<file path="src/psim_pkg.sv">
// shared constants, types and helpers for the profile similarity block
package psim_pkg;

	localparam int NPROF   = 64;
	localparam int PROF_W  = 6;
	localparam int NLIKE   = 32;
	localparam int LIKE_W  = 5;
	localparam int CNT_W   = 6;
	localparam int ID_W    = 16;
	localparam int NTOP    = 8;
	localparam int TOP_W   = 3;
	localparam int LEN_W   = 4;
	localparam int SCORE_W = 6;
	localparam int AVG_W   = 7;
	localparam int PC_W    = 7;
	localparam int SUM_W   = 17;
	localparam int NUM_W   = 11;
	localparam int DVD_W   = 18;
	localparam int TC_W    = 4;

	localparam logic [1:0] MODE_ADD   = 2'd0;
	localparam logic [1:0] MODE_CLOSE = 2'd1;
	localparam logic [1:0] MODE_QUERY = 2'd2;

	localparam logic [TC_W-1:0] TOP_COUNT_RESET = 4'd5;

	typedef struct packed {
		logic              clr;
		logic              ins;
		logic [LEN_W-1:0]  limit;
	} tl_ctrl_t;

	// register value clamped to 1..NTOP
	function automatic logic [LEN_W-1:0] eff_limit(input logic [TC_W-1:0] tc);
		logic [LEN_W-1:0] n;
		n = tc;
		if (n < LEN_W'(1)) n = LEN_W'(1);
		if (n > LEN_W'(NTOP)) n = LEN_W'(NTOP);
		return n;
	endfunction

endpackage

</file>
<file path="src/psim_toplist.sv">
// working neighbour list of one profile with sorted insertion
module psim_toplist (
	input  logic                         clk,
	input  logic                         arst_n,
	input  psim_pkg::tl_ctrl_t           ctrl,
	input  logic [psim_pkg::SCORE_W-1:0] score,
	input  logic [psim_pkg::PROF_W-1:0]  nbr,
	input  logic [psim_pkg::TOP_W-1:0]   rd_idx,
	output logic [psim_pkg::LEN_W-1:0]   len,
	output logic [psim_pkg::PROF_W-1:0]  rd_nbr,
	output logic [psim_pkg::SCORE_W-1:0] rd_score
);
	import psim_pkg::*;

	logic [PROF_W-1:0]  nb_q [NTOP];
	logic [SCORE_W-1:0] sc_q [NTOP];
	logic [LEN_W-1:0]   len_q;
	logic [LEN_W-1:0]   pos;
	logic [LEN_W-1:0]   new_len;
	logic               take;

	// entries at or above the new score form a prefix, ties keep the earlier one
	always_comb begin
		pos = '0;
		for (int k = 0; k < NTOP; k++) begin
			if (LEN_W'(k) < len_q && sc_q[k] >= score) pos = pos + LEN_W'(1);
		end
		take    = ctrl.ins && (pos < ctrl.limit);
		new_len = (len_q < ctrl.limit) ? len_q + LEN_W'(1) : len_q;
	end

	always_ff @(posedge clk or negedge arst_n) begin
		if (!arst_n) begin
			len_q <= '0;
		end else if (ctrl.clr) begin
			len_q <= '0;
		end else if (take) begin
			len_q <= new_len;
		end
	end

	always_ff @(posedge clk) begin
		if (take) begin
			if (pos == '0) begin
				nb_q[0] <= nbr;
				sc_q[0] <= score;
			end
			for (int k = 1; k < NTOP; k++) begin
				if (LEN_W'(k) == pos) begin
					nb_q[k] <= nbr;
					sc_q[k] <= score;
				end else if (LEN_W'(k) > pos) begin
					nb_q[k] <= nb_q[k-1];
					sc_q[k] <= sc_q[k-1];
				end
			end
		end
	end

	assign len      = len_q;
	assign rd_nbr   = nb_q[rd_idx];
	assign rd_score = sc_q[rd_idx];

endmodule

</file>
<file path="config.mk">
export PLATFORM = sky130hd
export DESIGN_NAME = psim_toplist
export DESIGN_NICKNAME = d
export VERILOG_FILES = /design/src/psim_pkg.sv /design/src/psim_toplist.sv
export SDC_FILE = /design/constraint.sdc
export NUM_CORES = 1
export LEC_CHECK = 0
export BUFFER_PORTS_ARGS = -buffer_cell sky130_fd_sc_hd__buf_2
export CAP_MARGIN = 20
export CORE_ASPECT_RATIO = 1.1
export CORE_UTILIZATION = 55
export CTS_BUF_LIST = sky130_fd_sc_hd__clkbuf_4 sky130_fd_sc_hd__clkbuf_8
export CTS_CLUSTER_SIZE = 20
export DETAILED_ROUTE_END_ITERATION = 16
export GPL_TIMING_DRIVEN = 0
export PLACE_DENSITY_LB_ADDON = 0.08
export SETUP_SLACK_MARGIN = 0.2
export SYNTH_ARGS = -nofsm -noshare
export SYNTH_HDL_FRONTEND = slang
export SYNTH_SLANG_ARGS = --single-unit
</file>
<file path="constraint.sdc">
create_clock -name clk -period 9.2 [get_ports clk]
set_input_delay 1.84 -clock clk [delete_from_list [all_inputs] [get_ports clk]]
set_output_delay 1.84 -clock clk [all_outputs]
set_load 0.005 [all_outputs]
</file>
After elaboration in Yosys (flattened, before gate mapping)
Memories as Yosys holds them, arrays and structs flattened.
Cells that the tools add are included.
{"block": "op_classes", "add_sub_neg": 8, "n_lt_le_gt_ge": 25, "eq_ne": 7, "n_mux": 77, "bitwise": 14, "n_reduce_logical": 13}
{"op": "$mux 6", "n": 14}
{"op": "$mux 1", "n": 53}
{"op": "$ge 6x6->1", "n": 8}
{"op": "$mux 4", "n": 10}
{"op": "$add 4x1->4 const B", "n": 8}
{"op": "$eq 3x4->1 const A", "n": 4}
{"op": "$gt 3x4->1 const A", "n": 4}
{"op": "$lt 3x4->1 const A", "n": 4}
{"op": "$or 1x1->1", "n": 14}
{"op": "$logic_and 1x1->1", "n": 9}
{"op": "$eq 2x4->1 const A", "n": 2}
{"op": "$gt 2x4->1 const A", "n": 2}
{"op": "$lt 1x4->1 const A", "n": 2}
{"op": "$lt 2x4->1 const A", "n": 2}
{"op": "$lt 4x4->1", "n": 2}
{"op": "$eq 1x4->1 const A", "n": 1}
{"op": "$gt 1x4->1 const A", "n": 1}
{"op": "$logic_not 4->1", "n": 1}
{"op": "$reduce_bool 2->1", "n": 2}
{"op": "$reduce_and 2->1", "n": 1}
{"block": "word_totals", "reg_bits": 4, "ram_bits": 96, "inputBits": 23, "output_inout_bits": 16, "elab_cells": 147, "memories": 2}
{"memory": "nb_q", "words": 8, "width": 6, "read_ports": 8, "rd_clocked_by_memory_dff": 0, "wr": 8, "line": "psim_toplist.sv:15", "rtl": "logic [PROF_W-1:0] nb_q [NTOP];"}
{"memory": "sc_q", "words": 8, "width": 6, "read_ports": 9, "rd_clocked_by_memory_dff": 0, "wr": 8, "line": "psim_toplist.sv:16", "rtl": "logic [SCORE_W-1:0] sc_q [NTOP];"}

Depth between registers and ports, before layout
An unclocked memory read counts as a cell.
{"block": "depth", "depth_word": 24, "ltp_mapped": 38, "ltp_nobuf": 37}

Worst setup path before layout
Ideal clock, no wire load.
{"block": "synth_path", "kind": "input -> register", "start": "input port score[1] in the netlist's numbering", "end": "memory nb_q[5][1], data pin", "setup_time_ns": 0.260, "t_arrival_ns": 8.568, "required_ns": 8.940, "setup_slack_ns": 0.372, "stages": 34, "path_buffers": 2, "path_cell_list": "clkbuf_1 > inv_1 > ha_1 > a21o_1 > a21oi_1 > nor2b_1 > o21ai_0 > nand2b_1 > a21oi_1 > a21o_1 > inv_1 > ha_1 > nor2_1 > a32oi_4 > inv_1 > ha_1 > mux2_2 > ha_1 > and2_1 > a211oi_2 > inv_2 > ha_1 > a211oi_1 > o211ai_1 > nand3_1 > nand2_1 > xnor2_1 > ha_1 > a21oi_1 > nand3_1 > o21a_1 > a211oi_4 > buf_8 > mux2_4"}
{"element": "start: declaration", "line": "psim_toplist.sv:6", "rtl": "input logic [psim_pkg::SCORE_W-1:0] score,"}
{"element": "end: declaration", "line": "psim_toplist.sv:15"}

==> impl_metrics.yaml <==
cts:
  cts.htree.levels: 3
  clk_path_buf_depth: 2
  clock_sinks: 100
  cts_buffers: 9
  cts_tree: "yes"
  insertion_delay_ns: 0.38
  clk_pin_slew_ns: 0.09
  clockRootBuffer: "clkbuf_8"
sta:
  clock-skew-final_ns: 0.01503
  tightest_slew_ns: 1.040
  finalMaxSlewViolations: 0
  min_period_ns: 8.733
  maxSlewHeadroom: 0.3065
  finalHoldViolations: 0
  worst_slack_ns: 0.4668
  whs_ns: 0.5909
  setup_violations: 0
  grt_setup_unrepaired: "no"
  fin_crit_sh: 0.9493
  max_freq_mhz: 114.5
logic_synthesis:
  synth_ff_type: "edfxtp_1"
  ys_warn_count: 0
  synth_compound_area_frac: 0.1422
  synth_cells: 562
  synthDistinctLibCells: 61
  synth_area_leaders: "edfxtp_1 40%, ha_1 11%, mux4_2 7.5%, mux2_4 5.6%, mux2_2 5.2%"
  syn_avg_cell_area_um2: 12.84
  syn_area_um2: 7214
  synth_simple_gate_area_frac: 0.08498
  syn_nets: 649
  synth_top_area_cell: "edfxtp_1"
  netlist_top_cells_count: "96 x edfxtp_1, 64 x ha_1, 33 x a221o_1, 33 x mux2_2, 27 x mux2_4"
  synth_top_area_share: 0.3996
  synth_fa_ha_area_frac: 0.1110
  ys_seq_area_frac: 0.4135
  synthMuxAreaShare: 0.1854
  synth_top_family_by_area: "multiplexers"
  synthArstFlopShare: 0.04000
  synth_edf_count: 96
  yosys.area_share.xor_xnor: 0.02046
  ys_ff_latch: 100
  yosysMostFrequentCell: "edfxtp_1"
cells_and_area:
  multi_input_area_um2: 4058
  finalInstanceArea_um2: 8361
  fill_cells: 938
  nNetsFinal: 727
  final-seq-area_um2: 2983
  synthToLayoutAreaGrowth_pct: 15.89
  final_core_util: 0.6585
  drive_above_1_share: 0.3426
  antenna_cells: 0
detailed_routing:
  dr.first_iter.drc_count: 395
  viasPerCell: 6.474
  drc: 2
  drt-pass1-iter-count: 11
  antenna_left: 0
  routedWlPerCell_um: 23.79
  via_count: 5192
  wirelength_mm: 19.08
critical_path:
  startpoint: "score[1]"
  reg2reg_from: "sc_q[0][0]"
  cp.required_ns: 9.33
  slowest_stage: "a211oi_4"
  cpMostUsedCell: "ha_1"
  critPathBufInv: 10
  reg2reg_slack_ns: 1.65
  start_kind: "primary input"
  worstPathMaxFanout: 10
  path_delay_family: "compound AO/OA/AOI/OAI gates"
  crit_path_end_kind: "register"
  critPathArrivalTime_ns: 8.86
  path_class: "primary input to register"
  critical_path.max_stage_delay_ns: 0.34
placement:
  placed_area_um2: 7594
  port_buffers: 36
  pre_cts_ws_ns: -1.124
  dp_hpwl_mm: 12.36
  gp_congestion: 0.8027
die:
  die_h_um: 122.1
  coreArea_um2: 12700
  num_rows: 43
  start_util: 0.5682
  ios: 39
  die_w_um: 111.2
  die-area_um2: 13580
pwr:
  power.density_nw_per_um2: 233.4
  power_mw: 1.951
  cellLeakagePower_nw: 3.551
  vdd_drop_max_mv: 0.1404
min_path:
  hold_path_class: "register to register"
  hp-start: "nb_q[0][0]"
global_route:
  grt_remaining_overflow: 0
  grt_pass1_vias: 5141
  antenna_found_initial: 0
  grt_use_total: 0.2825
  grt_first_pass_wirelength_mm: 28.60
  grt_max_degree: 22
run:
  cap_violations: 0
run_status:
  violations: "design-rule violations"
  status: "complete, but fails checks"
## through the flow
step / cells / TNS [ns]
3_3_place_gp: 755 / -150.41
2_1_floorplan: 562 / 0
6_report: 802 / 0
4_1_cts: 782 / 0
3_5_place_dp: 755 / -169.57
5_1_grt: 802 / 0
## final timing paths
| path | end | cells past startpoint |
|---|---|---|
| max | nb_q[6][1] | 37 |
| min | nb_q[1][0] | 1 |
| max reg2reg | nb_q[6][1] | 36 |
| min reg2reg | nb_q[1][0] | 1 |
| max in group asynchronous | len[3] | 1 |
| min in group asynchronous | len[0] | 1 |
## registers in the layout (all words and copies together), names as in the netlist
signal	cells
sc_q	48
nb_q	48
len	4
## area by class of cell
cell class | instances | area share
Clock inverter | 6 | 0.01048
Tap cell | 157 | 0.02350
Multi-Input combinational cell | 398 | 0.4853
Timing Repair Buffer | 67 | 0.06241
Clock buffer | 10 | 0.01571
Buffer | 38 | 0.03277
Inverter | 26 | 0.01302
Sequential cell | 100 | 0.3568
## cell usage in the layout (no fill, tap or decap), drive strengths merged, types with 3 or more instances in the layout
| master | count |
|---|---|
| clkinvlp | 3 |
| dfrtp | 4 |
| ha | 64 |
| a21o | 14 |
| xnor2 | 6 |
| o211ai | 6 |
| a21oi | 21 |
| nor3 | 7 |
| edfxtp | 96 |
| xor2 | 4 |
| clkinv | 3 |
| nand3 | 12 |
| mux2 | 60 |
| o31ai | 3 |
| and2 | 25 |
| o21a | 4 |
| nand2b | 11 |
| o21ai | 13 |
| clkbuf | 24 |
| a221o | 33 |
| and3 | 15 |
| nand2 | 15 |
| a211oi | 9 |
| inv | 24 |
| mux4 | 24 |
| nor2b | 7 |
| o311ai | 3 |
| buf | 89 |
| nor2 | 14 |
## metal layers
layer  routed length, um  vias to the layer above  track usage
met5                   0                        -            0
met4                 606                        0       0.1309
met3                1114                       42      0.04279
met2                9399                      180       0.4793
met1                7957                     2605       0.3590
li1                    -                     2365            -
## kinds of logic after synthesis
kind of cell,Yosys count
compound gates,124
simple gates,112
flops,100
mux,86
buf+inv,64
fa+ha+maj,64
xor+xnor,12
## repair_timing
item,4_1_cts,5_1_grt
pin swaps,5,10
setup endpoints to repair,184,180
resized for setup,25,41
gates cloned,2,0
hold buffers,0,0
buffers inserted,9,20
hold endpoints to repair,0,0
## power breakdown
| part | switching (mW) | internal (mW) | total (mW) |
|---|---|---|---|
| logic | 0.405 | 0.422 | 0.827 |
| clock network | 0.160 | 0.157 | 0.317 |
| registers | 0.0999 | 0.707 | 0.807 |
(Power assumes the default switching activity.)
