File: src/psim_pkg.sv
// shared constants, types and helpers for the profile similarity block
package psim_pkg;

	localparam int NPROF   = 64;
	localparam int PROF_W  = 6;
	localparam int NLIKE   = 32;
	localparam int LIKE_W  = 5;
	localparam int CNT_W   = 6;
	localparam int ID_W    = 16;
	localparam int NTOP    = 8;
	localparam int TOP_W   = 3;
	localparam int LEN_W   = 4;
	localparam int SCORE_W = 6;
	localparam int AVG_W   = 7;
	localparam int PC_W    = 7;
	localparam int SUM_W   = 17;
	localparam int NUM_W   = 11;
	localparam int DVD_W   = 18;
	localparam int TC_W    = 4;

	localparam logic [1:0] MODE_ADD   = 2'd0;
	localparam logic [1:0] MODE_CLOSE = 2'd1;
	localparam logic [1:0] MODE_QUERY = 2'd2;

	localparam logic [TC_W-1:0] TOP_COUNT_RESET = 4'd5;

	typedef struct packed {
		logic              clr;
		logic              ins;
		logic [LEN_W-1:0]  limit;
	} tl_ctrl_t;

	// register value clamped to 1..NTOP
	function automatic logic [LEN_W-1:0] eff_limit(input logic [TC_W-1:0] tc);
		logic [LEN_W-1:0] n;
		n = tc;
		if (n < LEN_W'(1)) n = LEN_W'(1);
		if (n > LEN_W'(NTOP)) n = LEN_W'(NTOP);
		return n;
	endfunction

endpackage

File: src/psim_div.sv
// restoring divider, one quotient bit per cycle
module psim_div (
	input  logic                       clk,
	input  logic                       arst_n,
	input  logic                       start,
	input  logic [psim_pkg::DVD_W-1:0] dividend,
	input  logic [psim_pkg::NUM_W-1:0] divisor,
	output logic                       done,
	output logic [psim_pkg::DVD_W-1:0] quotient
);
	import psim_pkg::*;

	localparam int ITER_W = $clog2(DVD_W);

	logic              run_q;
	logic              done_q;
	logic [ITER_W-1:0] iter_q;
	logic [NUM_W-1:0]  rem_q;
	logic [NUM_W-1:0]  dsr_q;
	logic [DVD_W-1:0]  dq_q;
	logic [NUM_W:0]    rem_sh;
	logic              qbit;
	logic [NUM_W:0]    rem_sub;

	always_comb begin
		rem_sh  = {rem_q, dq_q[DVD_W-1]};
		qbit    = rem_sh >= {1'b0, dsr_q};
		rem_sub = rem_sh - {1'b0, dsr_q};
	end

	always_ff @(posedge clk or negedge arst_n) begin
		if (!arst_n) begin
			run_q  <= 1'b0;
			done_q <= 1'b0;
			iter_q <= '0;
		end else begin
			done_q <= 1'b0;
			if (start) begin
				run_q  <= 1'b1;
				iter_q <= '0;
			end else if (run_q) begin
				iter_q <= iter_q + ITER_W'(1);
				if (iter_q == ITER_W'(DVD_W - 1)) begin
					run_q  <= 1'b0;
					done_q <= 1'b1;
				end
			end
		end
	end

	always_ff @(posedge clk) begin
		if (start) begin
			rem_q <= '0;
			dsr_q <= divisor;
			dq_q  <= dividend;
		end else if (run_q) begin
			rem_q <= qbit ? rem_sub[NUM_W-1:0] : rem_sh[NUM_W-1:0];
			dq_q  <= {dq_q[DVD_W-2:0], qbit};
		end
	end

	assign done     = done_q;
	assign quotient = dq_q;

endmodule

File: config.mk
export PLATFORM = sky130hd
export DESIGN_NAME = psim_div
export DESIGN_NICKNAME = d
export VERILOG_FILES = /design/src/psim_pkg.sv /design/src/psim_div.sv
export SDC_FILE = /design/constraint.sdc
export NUM_CORES = 1
export LEC_CHECK = 0
export BUFFER_PORTS_ARGS = -buffer_cell sky130_fd_sc_hd__clkbuf_2
export CORE_MARGIN = 2
export CORE_UTILIZATION = 50
export CTS_CLUSTER_DIAMETER = 150
export CTS_CLUSTER_SIZE = 14
export DETAILED_ROUTE_END_ITERATION = 12
export PLACE_DENSITY = 0.74
export SETUP_SLACK_MARGIN = 0.15
export SYNTH_ARGS = -nofsm -noshare
export SYNTH_HDL_FRONTEND = slang
export SYNTH_SLANG_ARGS = --single-unit
File: constraint.sdc
create_clock -name clk -period 3.52 [get_ports clk]
set_input_delay 0.704 -clock clk [delete_from_list [all_inputs] [get_ports clk]]
set_output_delay 0.704 -clock clk [all_outputs]
set_load 0.1 [all_outputs]
# --- After elaboration in Yosys (flattened, before gate mapping) ---
# Index checks and enable logic that the tools add are counted.
totals:
  register_bits: 47
  inputBits: 32
  elab_cells: 22
classes:
  addsub: 2
  order_cmp: 1
  eq_ne: 1
  n_mux: 11
  n_reduce_logical: 1
op_table:
  columns: ["operator", "n"]
  rows:
  - ["two-way mux 18 bit", 2]
  - ["greater-or-equal comparator 12 x 11 -> 1 bit", 1]
  - ["two-way mux 11 bit", 1]
  - ["subtractor 11 bit", 1]
  - ["two-way mux 5 bit", 2]
  - ["two-way mux 1 bit", 6]
  - ["adder 5 x 1 -> 5 bit, second input constant", 1]
  - ["equality test 5 bit, second input constant", 1]
  - ["nonzero test 2 bit", 1]

# --- Logic depth before layout (Yosys ltp) ---
# Gate-level depths: netlist (run 1).
logic_depth:
  ltp_word: 4
  mapped_depth: 11

# --- Least setup slack after synthesis (run 1) ---
# Ideal clock, no wire load.
synth_timing:
  kind: "reg-to-reg"
  startpoint: "reg dq_q[17], in the netlist quotient[17]"
  endpoint: "reg rem_q[10]"
  setup_time_ns: 0.091
  t_arrival_ns: 2.824
  t_required_ns: 3.429
  slack_ns: 0.605
  stages_incl_launch_ff: 12
  path_buffers: 2
  synth_period_minus_slack_ns: 2.915
  path_cell_list: "edfxtp_1 -> inv_1 -> ha_1 -> fa_1 -> nor2b_4 -> o31ai_2 -> a31oi_4 -> a21o_1 -> buf_6 -> buf_8 -> o21ai_0 -> a311oi_1"
synth_via:
  elab_chain_len: 2
synth_lines:
  columns: ["element", "line_no", "text"]
  rows:
  - ["from (decl)", "psim_div.sv:20", "logic [DVD_W-1:0] dq_q;"]
  - ["from (signal assigned)", "psim_div.sv:55", "dq_q <= dividend;"]
  - ["from (signal assigned)", "psim_div.sv:58", "dq_q <= {dq_q[DVD_W-2:0], qbit};"]
  - ["subtractor 11 bit / greater-or-equal comparator 12 x 11 -> 1 bit (equally long branches)", "psim_div.sv:28, psim_div.sv:27", null]
  - ["two-way mux 11 bit *", "psim_div.sv:57", "rem_q <= qbit ? rem_sub[NUM_W-1:0] : rem_sh[NUM_W-1:0];"]
  - ["to (signal assigned)", "psim_div.sv:57", null]
  - ["to (decl)", "psim_div.sv:18", "logic [NUM_W-1:0] rem_q;"]
# Every way passes the cells marked *; elsewhere a longest branch is shown, timed or not.
# A chain may end at the register's enable or synchronous reset.

# --- Worst setup path after layout (run 1) ---
# Same ends and word-level chain as after synthesis.

==> flow_summary.rst, run 1 <==
.. list-table::
   :header-rows: 1

   * - Metric
     - Value
   * - Run status
     - completed
   * - Worst reg2reg path startpoint
     - quotient[17]$_DFFE_PP_
   * - Synthesis-to-finish area growth
     - 15.0%
   * - Clock sinks
     - 47
   * - Highest cell delay on the worst timing path
     - 0.49 ns
   * - Leakage component of the power
     - 1.26 nW
   * - Area enclosed by the die boundary
     - 0.00559 sq mm
   * - Detailed Routing Iterations Pass 1
     - 4
   * - Portion of netlist area occupied by mux cells
     - 10.5%
   * - CP Cell Sequence
     - inv_1, ha_1, fa_1, nor2b_4, o31ai_2, a31oi_4, a21o_1, o21ai_0, a311oi_1
   * - Relative max-transition margin
     - ~50%
   * - Number of global-route vias before repair
     - 1717
   * - Total Negative Setup Slacks
     - 0 ns
   * - Cells after Synth
     - 220
   * - Startpoint Class
     - flop
   * - Ranking of synthesized cells by instance count
     - 29 x sky130_fd_sc_hd__edfxtp_1, 21 x sky130_fd_sc_hd__nor2_1, 18 x sky130_fd_sc_hd__mux2_2, 16 x sky130_fd_sc_hd__inv_1, 15 x sky130_fd_sc_hd__nand2_1
   * - Layout cells sized above 1
     - 30.4%
   * - Post-synthesis cell type count
     - 48
   * - Post-placement setup slack
     - 0.964 ns
   * - Reg2reg path depth
     - 9
   * - Cell at the root of the clock tree
     - sky130_fd_sc_hd__clkbuf_8
   * - Antenna Cells
     - 0
   * - Total standard cell area after synthesis
     - roughly 0.0025 sq mm
   * - Average cell area after synthesis
     - between 10 and 15 sq um
   * - Worst Tran Pin Value
     - roughly 0.76 ns
   * - Cell area power density
     - between 600 and 700 mW/mm^2
   * - Number of buffer cells added on primary ports
     - 50
   * - YS warnings
     - 0
   * - Setup slack of the critical path after layout
     - slightly above 0.9 ns
   * - Maximum clock insertion buffer count
     - 2
   * - Adder-Cell Fraction of Synth Area
     - 7.29%
   * - DRC marker count from the first detailed-route iteration
     - between 100 and 150
   * - Total power
     - 2.00 mW
   * - Top fanout value on the critical path
     - 14
   * - Number of nets in the layout
     - 315
   * - Kind of end point of the critical path
     - flop
   * - Fraction of synthesized cell area taken by the top area cell type
     - 34.7%
   * - Fillcell total
     - 387
   * - Quantity of hold-fixing buffers added after cts
     - 0
   * - Post-synthesis xor/xnor area fraction
     - 3.15%
   * - Site row count
     - 25
   * - Average routed wire per standard cell
     - 14.2 microns
   * - Post-DRT Antenna Nets
     - 0
   * - Number of H-tree branching levels
     - 2
   * - Kind of cell adding the most delay to the critical path
     - compound AO/OA/AOI/OAI gates
   * - Critical-path top delay cell
     - sky130_fd_sc_hd__a21o_1
   * - Combinational family with the most area after synthesis
     - compound AO/OA/AOI/OAI gates
   * - Final Hold Viols
     - 0
   * - Register-to-register setup slack
     - just over 0.9 ns
   * - Clock-pin transition on the worst setup and hold timing paths
     - roughly 0.09 ns
   * - Initial Util
     - 52.4%
   * - Clock Skew
     - about 0.0055 ns
   * - Critical register-to-register path endpoint
     - rem_q[10]$_SDFFE_PP0P_
   * - Clock tree from TritonCTS
     - yes
   * - Met3 wire length
     - 152 microns
   * - EDFF count, synth
     - 29
   * - Post-Route M1 WL
     - 2130 microns
   * - Upper clock frequency limit
     - 386 MHz
   * - Final cycle utilization of the critical path
     - roughly 74%
   * - Height of the die
     - between 70 and 80 microns
   * - CP Class
     - flop to flop
   * - Flop and latch count out of synthesis
     - 47
   * - Max layer used
     - met4
   * - Num CTS Buffers
     - 5
   * - Syn nets
     - 266
   * - Overflow left after global routing
     - 0
   * - Sequential cell area fraction in the yosys report
     - 50.5%
   * - Number of max-slew violations in the final report
     - 0
   * - Crit path DAT
     - 2.80 ns
   * - RSZ-0062 raised after global routing
     - no
   * - Ports placed on the boundary
     - 51
   * - Total half-perimeter wirelength after legalization and detailed placement
     - 3410 microns
   * - Amount of wire on met2 after detailed routing
     - 2440 microns
   * - Final standard cell utilization of the core
     - between 60 and 70%
   * - Post-layout min period
     - 2.59 ns
   * - Most repeated cell in the gate-level netlist after synthesis
     - sky130_fd_sc_hd__edfxtp_1
   * - Buffer count from post-CTS setup fixing
     - 0
   * - Total wire length
     - 4780 microns
   * - Weighted congestion at the end of routability-driven global placement
     - 0.860
   * - Largest net degree at the start of global routing
     - 46
   * - Max-capacitance violation count
     - 0
   * - Dominant cell type by area after synthesis
     - sky130_fd_sc_hd__edfxtp_1
   * - Setup violators final
     - 0
   * - Buffers plus inverters on the worst setup path
     - 1
   * - Simple-gate area share of the yosys netlist
     - 11.4%
   * - Worst skew pair latency
     - about 0.3 ns
   * - Post-synthesis async set-or-reset flop share
     - 14.9%
   * - Total global-route track usage
     - 18.4%
   * - Worst Path Required
     - roughly 3.7 ns
   * - Type of the worst min-delay path
     - input pin to async pin
   * - Via count
     - 1788
   * - DRC violation count after routing
     - 0
   * - Top flip-flop cell by instance count after synthesis
     - sky130_fd_sc_hd__edfxtp_1
   * - Resized Gates After CTS
     - 0
   * - Largest cells by area after synthesis
     - sky130_fd_sc_hd__edfxtp_1 35%, sky130_fd_sc_hd__dfxtp_1 8.8%, sky130_fd_sc_hd__mux2_2 8.1%
   * - X dimension of the die
     - 74.8 microns
   * - First-pass GRT wire length
     - 7730 microns
   * - Area fraction in compound gates after synthesis
     - between 10% and 20%
   * - Initial antenna violation count
     - 0
   * - Via density per instance
     - approximately 5.3
   * - Floorplan core area
     - ~0.0048 sq mm
   * - Worst supply voltage drop on vdd
     - 0.377 mV
through the flow:
| stage | area [sq um] | instances | hold WS, ns |
|---|---|---|---|
| finish | 2880 | 337 | 0.217 |
| global route | 2880 | 337 | 0.212 |
| detailed placement | 2800 | 329 | 0.493 |
| floorplan | 2510 | 220 | 0.408 |
| CTS | 2880 | 337 | 0.217 |
| global placement | 2800 | 329 | 0.481 |
per-layer routing:
| metal | vias to the layer above | GRT usage, % |
|---|---|---|
| met1 | 853 | 24.6 |
| met4 | 0 | 5.75 |
| met3 | 6 | 4.69 |
| li1 | 900 | - |
| met5 | - | 0 |
| met2 | 29 | 29.6 |
kinds of logic after synthesis:
group           Yosys count
simple gates             58
flops                    47
compound gates           41
buf+inv                  27
mux                      24
fa+ha+maj                14
xor+xnor                  9
registers in the layout, summed over array words and instances (netlist names):
name,flops
done,1
dsr_q,11
iter_q,5
quotient,18
rem_q,11
run_q,1
where the power goes:
group / switching (mW) / leakage, nW / internal (mW)
Clock: 0.182 / 0.0452 / 0.140
Combinational: 0.595 / 0.740 / 0.333
Sequential: 0.0670 / 0.480 / 0.685
Total: 0.844 / 1.26 / 1.16
layout make-up:
type	count	area, sq um	area share (%)
Multi-Input combinational cell	146	1120	38.7
Clock buffer	6	72.6	2.52
Inverter	17	63.8	2.21
Sequential cell	47	1270	43.9
Timing Repair Buffer	52	265	9.21
Clock inverter	2	13.8	0.478
Tap cell	67	83.8	2.91
cell usage in the layout (no fill, tap or decap), types with 3 or more instances in the layout:
master                     instances
sky130_fd_sc_hd__ha_1             13
sky130_fd_sc_hd__mux2_2           18
sky130_fd_sc_hd__a211oi_1          8
sky130_fd_sc_hd__a21oi_1           9
sky130_fd_sc_hd__edfxtp_1         29
sky130_fd_sc_hd__dfxtp_1          11
sky130_fd_sc_hd__dfrtp_1           7
sky130_fd_sc_hd__clkbuf_2         50
sky130_fd_sc_hd__nand2_1          15
sky130_fd_sc_hd__nor3_1            4
sky130_fd_sc_hd__o21ai_0           7
sky130_fd_sc_hd__xor2_1            5
sky130_fd_sc_hd__nand4_1           3
sky130_fd_sc_hd__nand3_1           4
sky130_fd_sc_hd__nor2_1           21
sky130_fd_sc_hd__xnor2_1           4
sky130_fd_sc_hd__clkbuf_8          5
sky130_fd_sc_hd__mux2i_1           6
sky130_fd_sc_hd__inv_1            16
sky130_fd_sc_hd__o21a_1            3
worst max-delay path by stage:
stage,from,to,slack [ns],depth (start not counted)
after floorplan,quotient[17]$_DFFE_PP_,rem_q[10]$_SDFFE_PP0P_,0.61,11
after global placement,quotient[17]$_DFFE_PP_,rem_q[10]$_SDFFE_PP0P_,1.03,9
after detailed placement,quotient[17]$_DFFE_PP_,rem_q[10]$_SDFFE_PP0P_,0.96,9
after CTS,quotient[17]$_DFFE_PP_,rem_q[10]$_SDFFE_PP0P_,0.93,9
after global routing,quotient[17]$_DFFE_PP_,rem_q[10]$_SDFFE_PP0P_,0.72,9
final,quotient[17]$_DFFE_PP_,rem_q[10]$_SDFFE_PP0P_,0.93,9
(Power assumes the default switching activity.)
==> inputs of run 2 (changes only) <==
CORE_UTILIZATION = 49   (was 50)
PLACE_DENSITY = 0.75   (was 0.74)
clock period = 2.24 ns   (was 3.52 ns; I/O delays follow)
==> flow_summary.rst, run 2 (synthesis results as in run 1) <==
.. list-table::
   :header-rows: 1

   * - Metric
     - Value
   * - Startpoint Class
     - flop
   * - Number of buffer cells added on primary ports
     - 50 (unchanged)
   * - Total Negative Setup Slacks
     - 0 ns (unchanged)
   * - Final cycle utilization of the critical path
     - 97.4% (+24 points)
   * - Clock-pin transition on the worst setup and hold timing paths
     - 0.09 ns (about the same)
   * - Maximum clock insertion buffer count
     - 2 (unchanged)
   * - Count of placed standard cells including taps
     - 349 (+6.1%)
   * - Final standard cell count with taps included and fillers excluded
     - 365 (+8.3%)
   * - Setup slack of the critical path after layout
     - 0.0579 ns (-0.874 ns)
   * - Run status
     - completed
   * - Post-layout min period
     - 2.18 ns (-0.406 ns)
   * - Worst Path Required
     - 2.46 ns (-1.27 ns)
   * - Via density per instance
     - 5.20 (-2.0%)
   * - Height of the die
     - 75.5 microns (+0.96%)
   * - RSZ-0062 raised after global routing
     - yes
   * - Total wire length
     - 5110 microns (+6.8%)
   * - Final Hold Viols
     - 0 (unchanged)
   * - DRC violation count after routing
     - 0 (unchanged)
   * - Total power
     - 3.57 mW (+78%)
   * - Flip-flop count of the largest register, all copies and words added
     - 18 (unchanged)
   * - Synthesis-to-finish area growth
     - 27.2%
   * - Cell at the root of the clock tree
     - sky130_fd_sc_hd__clkbuf_8
   * - Leading cell type in the layout, fill and taps excluded
     - sky130_fd_sc_hd__clkbuf_2
   * - Most frequent cells in the layout
     - 50 x sky130_fd_sc_hd__clkbuf_2, 29 x sky130_fd_sc_hd__edfxtp_1, 24 x sky130_fd_sc_hd__buf_4
   * - Area enclosed by the die boundary
     - 0.00570 sq mm (+1.9%)
   * - Overflow left after global routing
     - 0 (unchanged)
   * - Top fanout value on the critical path
     - 4 (-10)
   * - Largest net degree at the start of global routing
     - 26 (-43%)
   * - CP Class
     - flop to flop
   * - CP Cell Sequence
     - ha_4, fa_2, nor2b_4, o31ai_4, a31oi_4, buf_6, a21oi_2, or4_1, o311ai_2
   * - Worst skew pair latency
     - 0.30 ns (about the same)
   * - Clock tree from TritonCTS
     - yes
   * - Initial Util
     - 50.0% (-2.3 points)
   * - Kind of end point of the critical path
     - flop
   * - Highest cell delay on the worst timing path
     - 0.43 ns (-0.06 ns)
   * - Total half-perimeter wirelength after legalization and detailed placement
     - 3630 microns (+6.5%)
   * - Max-capacitance violation count
     - 0 (unchanged)
   * - Leakage component of the power
     - 1.40 nW (+11%)
   * - X dimension of the die
     - 75.5 microns (+0.96%)
   * - Num CTS Buffers
     - 5 (unchanged)
   * - Via count
     - 1897 (+6.1%)
   * - Floorplan core area
     - 0.00501 sq mm (+4.7%)
   * - DRC marker count from the first detailed-route iteration
     - 97 (-32%)
   * - First-pass GRT wire length
     - 8200 microns (+6.1%)
   * - Final cell area excluding filler cells
     - 0.00319 sq mm (+11%)
   * - Cell area power density
     - 1120 mW/mm^2 (+61%)
   * - Fillcell total
     - 411 (+6.2%)
   * - Layout cells sized above 1
     - 41.4% (+11 points)
   * - Initial antenna violation count
     - 0 (unchanged)
   * - Relative max-transition margin
     - 63.5% (+14 points)
   * - Site row count
     - 26 (+4.0%)
   * - Total global-route track usage
     - 19.2% (+0.87 points)
   * - Number of global-route vias before repair
     - 1741 (+1.4%)
   * - Detailed Routing Iterations Pass 1
     - 4 (unchanged)
   * - Standard cell area after detailed placement
     - 0.00295 sq mm (+5.6%)
   * - Setup violators final
     - 0 (unchanged)
   * - Antenna Cells
     - 0 (unchanged)
   * - Weighted congestion at the end of routability-driven global placement
     - 0.860 (about the same)
   * - Number of max-slew violations in the final report
     - 0 (unchanged)
   * - Post-DRT Antenna Nets
     - 0 (unchanged)
   * - Clock sinks
     - 47 (unchanged)
   * - Type of the worst min-delay path
     - input pin to flop
   * - Average routed wire per standard cell
     - 14.0 microns (-1.4%)
   * - Crit path DAT
     - 2.40 ns (-0.40 ns)
   * - Clock Skew
     - 0.0124 ns (+0.00694 ns)
   * - Upper clock frequency limit
     - 458 MHz (+19%)
   * - Number of nets in the layout
     - 340 (+7.9%)
   * - Critical-path top delay cell
     - sky130_fd_sc_hd__edfxtp_1
   * - Worst supply voltage drop on vdd
     - 0.472 mV (+25%)
   * - Worst Tran Pin Value
     - 0.551 ns (-0.205 ns)
   * - Number of H-tree branching levels
     - 2 (unchanged)
   * - Buffers plus inverters on the worst setup path
     - 1 (unchanged)
   * - Kind of cell adding the most delay to the critical path
     - simple AND/OR/NAND/NOR gates
   * - Post-placement setup slack
     - 0.00305 ns (-0.960 ns)
   * - Ports placed on the boundary
     - 51 (unchanged)
-- run 2: worst paths after layout --
check                      slack, ns                    from  cells after the start                     end
max                             0.06      dsr_q[0]$_DFFE_PP_                      9   rem_q[1]$_SDFFE_PP0P_
min                             0.31              divisor[1]                      1      dsr_q[1]$_DFFE_PP_
max reg2reg                     0.06      dsr_q[0]$_DFFE_PP_                      9   rem_q[1]$_SDFFE_PP0P_
min reg2reg                     0.51  rem_q[10]$_SDFFE_PP0P_                      2  rem_q[10]$_SDFFE_PP0P_
max in group asynchronous       1.59                  arst_n                      2   iter_q[1]$_DFFE_PN0P_
min in group asynchronous       0.49                  arst_n                      2   iter_q[2]$_DFFE_PN0P_
-- run 2: metrics by stage --
step / hold WS [ns] / utilization, %
2_1_floorplan: 0.152 / -
3_3_place_gp: 0.291 / 58.9
3_5_place_dp: 0.293 / 58.9
4_1_cts: 0.299 / 62.7
5_1_grt: 0.298 / 63.6
6_report: 0.311 / 63.6
-- run 2: what timing repair did --
action	CTS	global route
gates resized for setup	9	8
buffers inserted	6	1
pin swaps	7	6
setup endpoints to repair	8	12
hold buffers	1	0
endpoints found under the hold margin	7	0
-- run 2: power breakdown --
| group | switching (mW) | internal (mW) | total, mW |
|---|---|---|---|
| clock network | 0.306 | 0.224 | 0.530 |
| logic | 1.05 | 0.806 | 1.85 |
| registers | 0.110 | 1.08 | 1.19 |
-- run 2: cell type report --
class	instances	area, sq um	area share, %
clock buffers	5	68.8	2.16
clock inverters	3	22.5	0.706
inverters	17	63.8	2.00
multi-input cells	146	1210	38.1
flip-flops and latches	47	1270	39.8
well taps	70	87.6	2.75
repair buffers	77	463	14.5
-- run 2: metal layers --
layer  GRT usage (%)  wire (microns)  share of wire, %
met5               0               0                 0
met4            8.38             112               2.2
met3            3.57             143               2.8
met2            30.9            2530                50
met1            25.5            2320                45
